### src/sv/prga_pkg.sv
// Shared codes and widths for the paired resource grant arbiter.
package prga_pkg;

	localparam int ID_W = 5;

	localparam logic ACT_REQUEST = 1'b0;
	localparam logic ACT_RELEASE = 1'b1;

	localparam logic KIND_GRANT = 1'b0;
	localparam logic KIND_DONE  = 1'b1;

	localparam int GRANT_CNT_W = 4;
	localparam logic [GRANT_CNT_W-1:0] MAX_GRANTS = 4'd8;

	localparam logic [ID_W-1:0] CFG_RESET_N = 5'd5;

endpackage

### src/sv/prga_ram.sv
// Generic single-write, single-read RAM with registered read data.
module prga_ram #(
	parameter int WIDTH = 5,
	parameter int DEPTH = 16,
	localparam int AddrW = (DEPTH > 1) ? $clog2(DEPTH) : 1
) (
	input  logic                     clk,
	input  logic                     we,
	input  logic [AddrW-1:0]         waddr,
	input  logic [WIDTH-1:0]         wdata,
	input  logic [AddrW-1:0]         raddr,
	output logic [WIDTH-1:0]         rdata
);
	logic [WIDTH-1:0] mem [DEPTH];

	always_ff @(posedge clk) begin
		if (we) begin
			mem[waddr] <= wdata;
		end
		rdata <= mem[raddr];
	end
endmodule

### src/sv/paired_resource_grant_arbiter_core.sv
// Top level: ring waiter granting paired resources, with a RAM-held FIFO wait list.
//
// A request gives at most one grant beat. A release scans the wait list, which
// lives in a RAM with one read port: the scan reads one entry per cycle,
// compacts survivors back in place and emits every grant it finds, up to
// eight per release, followed by a single all-done beat once every requester in
// the ring has released. A stalled output pauses the scan. After the all-done
// beat, items are still taken but ignored until reset; the ring size register
// resets to 5.
module paired_resource_grant_arbiter_core
	import prga_pkg::*;
#(
	parameter int MAX_REQUESTERS = 16
) (
	input  logic            clk,
	input  logic            arst_n,
	input  logic            cfg_we,
	input  logic [ID_W-1:0] cfg_data,
	input  logic            in_valid,
	output logic            in_ready,
	input  logic            action,
	input  logic [ID_W-1:0] requester,
	output logic            out_valid,
	input  logic            out_ready,
	output logic            kind,
	output logic [ID_W-1:0] target,
	output logic            last
);
	localparam int AW = (MAX_REQUESTERS > 1) ? $clog2(MAX_REQUESTERS) : 1;
	localparam int CW = $clog2(MAX_REQUESTERS + 1);
	localparam int VW = (CW > ID_W) ? CW : ID_W;
	localparam int SW = 2;

	localparam logic [SW-1:0] ST_IDLE  = 2'd0;
	localparam logic [SW-1:0] ST_SCAN  = 2'd1;
	localparam logic [SW-1:0] ST_FIN   = 2'd2;
	localparam logic [SW-1:0] ST_FLUSH = 2'd3;

	logic [SW-1:0]             state_q;
	logic [ID_W-1:0]           num_q;
	logic [MAX_REQUESTERS-1:0] free_q, served_q, waiting_q;
	logic [CW-1:0]             count_q, i_q, j_q;
	logic [GRANT_CNT_W-1:0]    k_q;
	logic                      finished_q;
	logic                      pend_v_q, pend_kind_q;
	logic [ID_W-1:0]           pend_target_q;
	logic                      out_valid_q, kind_q, last_q;
	logic [ID_W-1:0]           target_q;

	logic [CW-1:0]             ring_n;
	logic [MAX_REQUESTERS-1:0] need, wneed, ring_mask;
	logic [ID_W-1:0]           w;
	logic                      out_free, in_fire, p_ok, w_ok, w_fit, dup, free_ok;
	logic                      scan_grant, scan_stall, advance, all_served, fin_stall;
	logic                      ram_we;
	logic [AW-1:0]             ram_waddr, ram_raddr;
	logic [ID_W-1:0]           ram_wdata;
	logic                      push, push_kind, push_last;
	logic [ID_W-1:0]           push_target;
	logic [CW-1:0]             i_next;

	function automatic logic [MAX_REQUESTERS-1:0] pair_bits(
		input logic [ID_W-1:0] p,
		input logic [CW-1:0]   n
	);
		logic [AW-1:0] a, b;
		a = AW'(p - 1'b1);
		b = (VW'(p) == VW'(n)) ? '0 : AW'(p);
		return (MAX_REQUESTERS'(1) << a) | (MAX_REQUESTERS'(1) << b);
	endfunction

	always_comb begin
		if (num_q == '0) begin
			ring_n = CW'(1);
		end else if (VW'(num_q) > VW'(MAX_REQUESTERS)) begin
			ring_n = CW'(MAX_REQUESTERS);
		end else begin
			ring_n = CW'(num_q);
		end
	end

	always_comb begin
		for (int b = 0; b < MAX_REQUESTERS; b++) begin
			ring_mask[b] = (b < int'(ring_n));
		end
	end

	prga_ram #(
		.WIDTH(ID_W),
		.DEPTH(MAX_REQUESTERS)
	) u_wait_ram (
		.clk  (clk),
		.we   (ram_we),
		.waddr(ram_waddr),
		.wdata(ram_wdata),
		.raddr(ram_raddr),
		.rdata(w)
	);

	assign out_free   = !out_valid_q || out_ready;
	assign in_ready   = (state_q == ST_IDLE) && out_free;
	assign in_fire    = in_valid && in_ready;
	assign p_ok       = (requester != '0) && (VW'(requester) <= VW'(ring_n));
	assign need       = pair_bits(requester, ring_n);
	assign dup        = waiting_q[AW'(requester - 1'b1)];
	assign free_ok    = (free_q & need) == need;

	assign w_ok       = (w != '0) && (VW'(w) <= VW'(ring_n));
	assign wneed      = pair_bits(w, ring_n);
	assign w_fit      = ((free_q & wneed) == wneed) && (k_q < MAX_GRANTS);
	assign scan_grant = (state_q == ST_SCAN) && w_ok && w_fit;
	assign scan_stall = scan_grant && pend_v_q && !out_free;
	assign advance    = (state_q == ST_SCAN) && !scan_stall;
	assign i_next     = i_q + 1'b1;

	assign all_served = (served_q & ring_mask) == ring_mask;
	assign fin_stall  = all_served && pend_v_q && !out_free;

	always_comb begin
		ram_raddr = '0;
		if (state_q == ST_SCAN) begin
			ram_raddr = advance ? AW'(i_next) : AW'(i_q);
		end
		ram_we    = 1'b0;
		ram_waddr = AW'(count_q);
		ram_wdata = requester;
		if (advance && w_ok && !w_fit) begin
			ram_we    = 1'b1;
			ram_waddr = AW'(j_q);
			ram_wdata = w;
		end else if (in_fire && !finished_q && p_ok && action == ACT_REQUEST && !dup
				&& !free_ok && count_q < CW'(MAX_REQUESTERS)) begin
			ram_we = 1'b1;
		end
	end

	always_comb begin
		push        = 1'b0;
		push_kind   = pend_kind_q;
		push_target = pend_target_q;
		push_last   = 1'b0;
		case (state_q)
			ST_IDLE: begin
				if (in_fire && !finished_q && p_ok && action == ACT_REQUEST && !dup
						&& free_ok) begin
					push        = 1'b1;
					push_kind   = KIND_GRANT;
					push_target = requester;
					push_last   = 1'b1;
				end
			end
			ST_SCAN:  push = scan_grant && !scan_stall && pend_v_q;
			ST_FIN:   push = all_served && !fin_stall && pend_v_q;
			ST_FLUSH: begin
				push      = pend_v_q && out_free;
				push_last = 1'b1;
			end
			default: push = 1'b0;
		endcase
	end

	always_ff @(posedge clk or negedge arst_n) begin
		if (!arst_n) begin
			num_q <= CFG_RESET_N;
		end else if (cfg_we) begin
			num_q <= cfg_data;
		end
	end

	always_ff @(posedge clk or negedge arst_n) begin
		if (!arst_n) begin
			out_valid_q <= 1'b0;
		end else if (push) begin
			out_valid_q <= 1'b1;
		end else if (out_ready) begin
			out_valid_q <= 1'b0;
		end
	end

	always_ff @(posedge clk) begin
		if (push) begin
			kind_q   <= push_kind;
			target_q <= push_target;
			last_q   <= push_last;
		end
	end

	always_ff @(posedge clk or negedge arst_n) begin
		if (!arst_n) begin
			state_q    <= ST_IDLE;
			free_q     <= '1;
			served_q   <= '0;
			waiting_q  <= '0;
			count_q    <= '0;
			i_q        <= '0;
			j_q        <= '0;
			k_q        <= '0;
			finished_q <= 1'b0;
			pend_v_q   <= 1'b0;
		end else begin
			case (state_q)
				ST_IDLE: begin
					if (in_fire && !finished_q && p_ok) begin
						if (action == ACT_RELEASE) begin
							free_q   <= free_q | need;
							served_q <= served_q | (MAX_REQUESTERS'(1) << AW'(requester - 1'b1));
							i_q      <= '0;
							j_q      <= '0;
							k_q      <= '0;
							state_q  <= (count_q == '0) ? ST_FIN : ST_SCAN;
						end else if (!dup && free_ok) begin
							free_q <= free_q & ~need;
						end else if (!dup && count_q < CW'(MAX_REQUESTERS)) begin
							waiting_q[AW'(requester - 1'b1)] <= 1'b1;
							count_q <= count_q + 1'b1;
						end
					end
				end
				ST_SCAN: begin
					if (advance) begin
						if (w_ok && w_fit) begin
							free_q                   <= free_q & ~wneed;
							waiting_q[AW'(w - 1'b1)] <= 1'b0;
							k_q                      <= k_q + 1'b1;
							pend_v_q                 <= 1'b1;
						end else if (!w_ok) begin
							waiting_q[AW'(w - 1'b1)] <= 1'b0;
						end else begin
							j_q <= j_q + 1'b1;
						end
						i_q <= i_next;
						if (i_next == count_q) begin
							state_q <= ST_FIN;
						end
					end
				end
				ST_FIN: begin
					count_q <= j_q;
					if (!fin_stall) begin
						if (all_served) begin
							finished_q <= 1'b1;
							pend_v_q   <= 1'b1;
						end
						state_q <= ST_FLUSH;
					end
				end
				ST_FLUSH: begin
					if (!pend_v_q || out_free) begin
						pend_v_q <= 1'b0;
						state_q  <= ST_IDLE;
					end
				end
				default: state_q <= ST_IDLE;
			endcase
		end
	end

	always_ff @(posedge clk) begin
		if (scan_grant && !scan_stall) begin
			pend_kind_q   <= KIND_GRANT;
			pend_target_q <= w;
		end else if (state_q == ST_FIN && all_served && !fin_stall) begin
			pend_kind_q   <= KIND_DONE;
			pend_target_q <= '0;
		end
	end

	assign out_valid = out_valid_q;
	assign kind      = kind_q;
	assign target    = target_q;
	assign last      = last_q;
endmodule

### config.mk
export PLATFORM = sky130hd
export DESIGN_NAME = paired_resource_grant_arbiter_core
export DESIGN_NICKNAME = d
export VERILOG_FILES = /design/src/sv/prga_pkg.sv /design/src/sv/prga_ram.sv /design/src/sv/paired_resource_grant_arbiter_core.sv
export SDC_FILE = /design/constraint.sdc
export NUM_CORES = 1
export LEC_CHECK = 0
export ABC_AREA = 1
export BUFFER_PORTS_ARGS = -buffer_cell sky130_fd_sc_hd__buf_2
export CAP_MARGIN = 10
export CORE_ASPECT_RATIO = 1.25
export CORE_UTILIZATION = 55
export CTS_CLUSTER_DIAMETER = 150
export DETAILED_ROUTE_END_ITERATION = 16
export GPL_ROUTABILITY_DRIVEN = 0
export HOLD_SLACK_MARGIN = 0.03
export PLACE_DENSITY_LB_ADDON = 0.12
export SLEW_MARGIN = 10
export SYNTH_ARGS = -nofsm -noshare
export SYNTH_HDL_FRONTEND = slang
export SYNTH_SLANG_ARGS = --single-unit
### constraint.sdc
create_clock -name clk -period 7.55 [get_ports clk]
set_input_delay 1.1325 -clock clk [delete_from_list [all_inputs] [get_ports clk]]
set_output_delay 1.1325 -clock clk [all_outputs]
set_load 0.01 [all_outputs]
==> results by group <==
Global route
  – Vias in the first global route: 8196
  – GR Util All Layers: 0.299
  – Overflow after GRT: 0
  – First-pass GRT wire length: 42600 um
  – Initial antenna violation count: 0
  – Pin count of the biggest net entering global routing: 78

Timing
  – Endpoints failing hold: 0
  – Fmax: about 0.21 GHz
  – Clk_skew: 11.9 ps
  – Pins Over Slew Limit: 0
  – Setup TNS Final: 0 ps
  – Final period util: 0.634
  – Worst rel slew slack: 0.186
  – Worst-Margin Slew: 1220 ps
  – Unrepaired setup endpoints after global routing: false
  – Period minus WS final: 4790 ps
  – # setup viols final: 0

Yosys
  – Syn Area/Cell: 8.04 um2
  – Register area share after synthesis: 0.486
  – Post-Synth Adder-Cell Area: 0.0352
  – Mapped Nets: 1282
  – Largest family of logic cells by synthesized area: simple AND/OR/NAND/NOR gates
  – Synthesized flop and latch total: 175
  – Synthesized area: 0.00995 mm2
  – Synth Area in Simple Gates: 0.269
  – Post-synthesis mux area share: 0.00226
  – Cell count after synthesis: 1238
  – Total of warnings raised by yosys: 0
  – Post-synthesis compound-gate area fraction: 0.124
  – Cell variety after synth: 42
  – Post-synthesis xor/xnor area fraction: 0.00792

Critical path
  – CP Capture Type: flop
  – Crit path kind: reg2reg
  – Worst R2R Setup Slack: 2760 ps
  – Startpoint Class: flop
  – Critical Path RT: 7860 ps
  – CP max FO: 32
  – Worst Path Arrival: around 5100 ps

Layout
  – Net total in the final layout: 1284
  – Share of layout cells above drive strength 1: 0.0854
  – Most common cell after layout, fill and taps aside: nand2_1
  – P&R area growth vs syn: 8.46%
  – FF+latch area: 0.00483 mm2
  – Filler Cells Inserted: 1551
  – N_diodes: 0
  – Multi-input gate area: 0.00436 mm2
  – Most frequent cells in the layout: nand2_1, nand3_1, inv_1, o21ai_0, edfxtp_1

CTS
  – Bufs on Longest Clock Path: 2
  – Clk_lat worst skew: 430 ps
  – Cts hold-fix bufs: 0
  – Clk pin slew, worst setup/hold paths: about 80 ps
  – H-tree levels: 4
  – # Post-CTS Setup Buffers: 0
  – TritonCTS clock tree: yes
  – CTS Root Cell: clkbuf_16
  – Clock Sinks: 175
  – CTS Buf Count: 17
  – CTS resizes: 0

Floorplanning
  – Row count: 54
  – Die area: roughly 0.019 mm2
  – I/O pins: 25
  – Die width: 122 um
  – Initial Utilization: 0.567
  – Core area: between 0.015 and 0.02 mm2
  – Chip Height: 152 um

Route
  – Final wirelength: 27000 um
  – Wire length per cell: 18.3 um
  – Drt pass-1 iters: 5
  – Post-route ant nets: 0
  – Number of DRC markers in iteration 0: ~750
  – Vias/cell: approximately 5.9
  – Via count: a little under 9000
  – DRC viols: 0

Pwr
  – Overall Power: 2.21 mW
  – Leakage: 4.59 nW
  – Worst IR Drop VDD: 0.153 mV
  – Cell area power density: 205 mW/mm2

Status
  – Status: finished clean

Placed design
  – Hpwl dp: 19100 um
  – # port buffers: 24

Flow run
  – Maxcap violations: 0

Hold path
  – Worst hold-check path type: reg2reg
-- worst max-delay path, cell delays in order, from the launching register on --
cell,delay [ps]
dfrtp_1,420
nor2_1,140
nand2_1,80
nand2_1,120
nand2_1,150
ha_1,360
inv_1,60
nor2_1,100
nand2_1,370
nand4_1,220
nand2_1,80
nand2_1,70
nand2_1,60
nor2_1,120
nand2_1,110
nor2_4,180
inv_2,50
nand2_1,310
inv_2,160
nor2_1,140
nand3_1,840
o21ai_0,510
-- per-layer routing --
metal,up-vias,routed length (um),track usage,part of all wire
met3,76,1590,0.0505,0.059
met4,0,1100,0.142,0.041
met1,4064,10900,0.377,0.40
li1,4212,-,-,-
met5,-,0,0,0
met2,314,13400,0.494,0.50
-- per-stage QoR --
stage / instances / hold WS (ps) / setup WS, ps / area, um2 / util
6_report: 1477 / 461 / 2760 / 10800 / 0.614
5_1_grt: 1477 / 486 / 2320 / 10800 / 0.614
4_1_cts: 1477 / 471 / 2870 / 10800 / 0.614
3_5_place_dp: 1445 / 452 / 2510 / 10200 / 0.581
3_3_place_gp: 1445 / 439 / 2540 / 10200 / 0.581
2_1_floorplan: 1238 / 423 / 3980 / 9950 / -
-- registers in the layout (all words and copies together) (netlist names), named ones only --
| name | cells |
|---|---|
| u_wait_ram.mem | 80 |
| served_q | 16 |
| waiting_q | 16 |
| count_q | 5 |
| i_q | 5 |
| j_q | 5 |
| num_q | 5 |
| pend_target_q | 5 |
| target | 5 |
| u_wait_ram.rdata | 5 |
| k_q | 4 |
| state_q | 2 |
| finished_q | 1 |
| kind | 1 |
| last | 1 |
| out_valid | 1 |
| pend_kind_q | 1 |
| pend_v_q | 1 |
-- report_power, final --
group          internal (mW)  total (mW)  leakage, nW  switching [mW]
combinational         0.0835       0.267         2.47           0.183
sequential              1.03        1.07         1.82          0.0364
clock                  0.446       0.874        0.292           0.428
total                   1.56        2.21         4.59           0.648
-- final timing paths --
path	cells past startpoint	end	startpoint
max	21	waiting_q[7]	num_q[3]
max reg2reg	21	waiting_q[7]	num_q[3]
max in group asynchronous	1	i_q[1]	arst_n
min	2	served_q[12]	served_q[12]
min reg2reg	2	served_q[12]	served_q[12]
min in group asynchronous	1	served_q[12]	arst_n
-- cell usage after synthesis (all sizes together) --
master,number,area share
edfxtp,92,0.28
clkbuf,31,0.012
a221oi,3,0.0026
a41oi,1,0.00088
inv,138,0.052
o221ai,1,0.00088
o21a,2,0.0015
nand3,169,0.085
o21bai,10,0.0075
mux2,2,0.0023
o22ai,2,0.0013
or2,1,0.00063
dfstp,18,0.048
and3,1,0.00063
clkinv,1,0.00038
ha,28,0.035
nor3,15,0.0075
a21oi,26,0.013
o31ai,11,0.0083
o211ai,5,0.0038
nor2,78,0.031
nand3b,11,0.0083
a31oi,18,0.011
xor2,8,0.0070
nand2,309,0.12
xnor2,1,0.00088
buf,21,0.012
o21ai,143,0.072
nand4,27,0.017
dfxtp,6,0.012
dfrtp,59,0.15
-- cell families after synthesis --
logic type / Yosys count
AOI/OAI and AO/OA: 222
xor gates and xnor gates: 9
adders and majority gates: 28
buffers and inverters: 191
DFF: 175
muxes: 2
and+or+nand+nor: 611
-- final cells by class --
cell class	count	share of cell area
flip-flops and latches	175	0.448
multi-input cells	872	0.404
inverters	139	0.0483
clock buffers	17	0.0394
well taps	224	0.0260
repair buffers	35	0.0190
clock inverters	15	0.0155
Power figures use the tool's default switching activity.
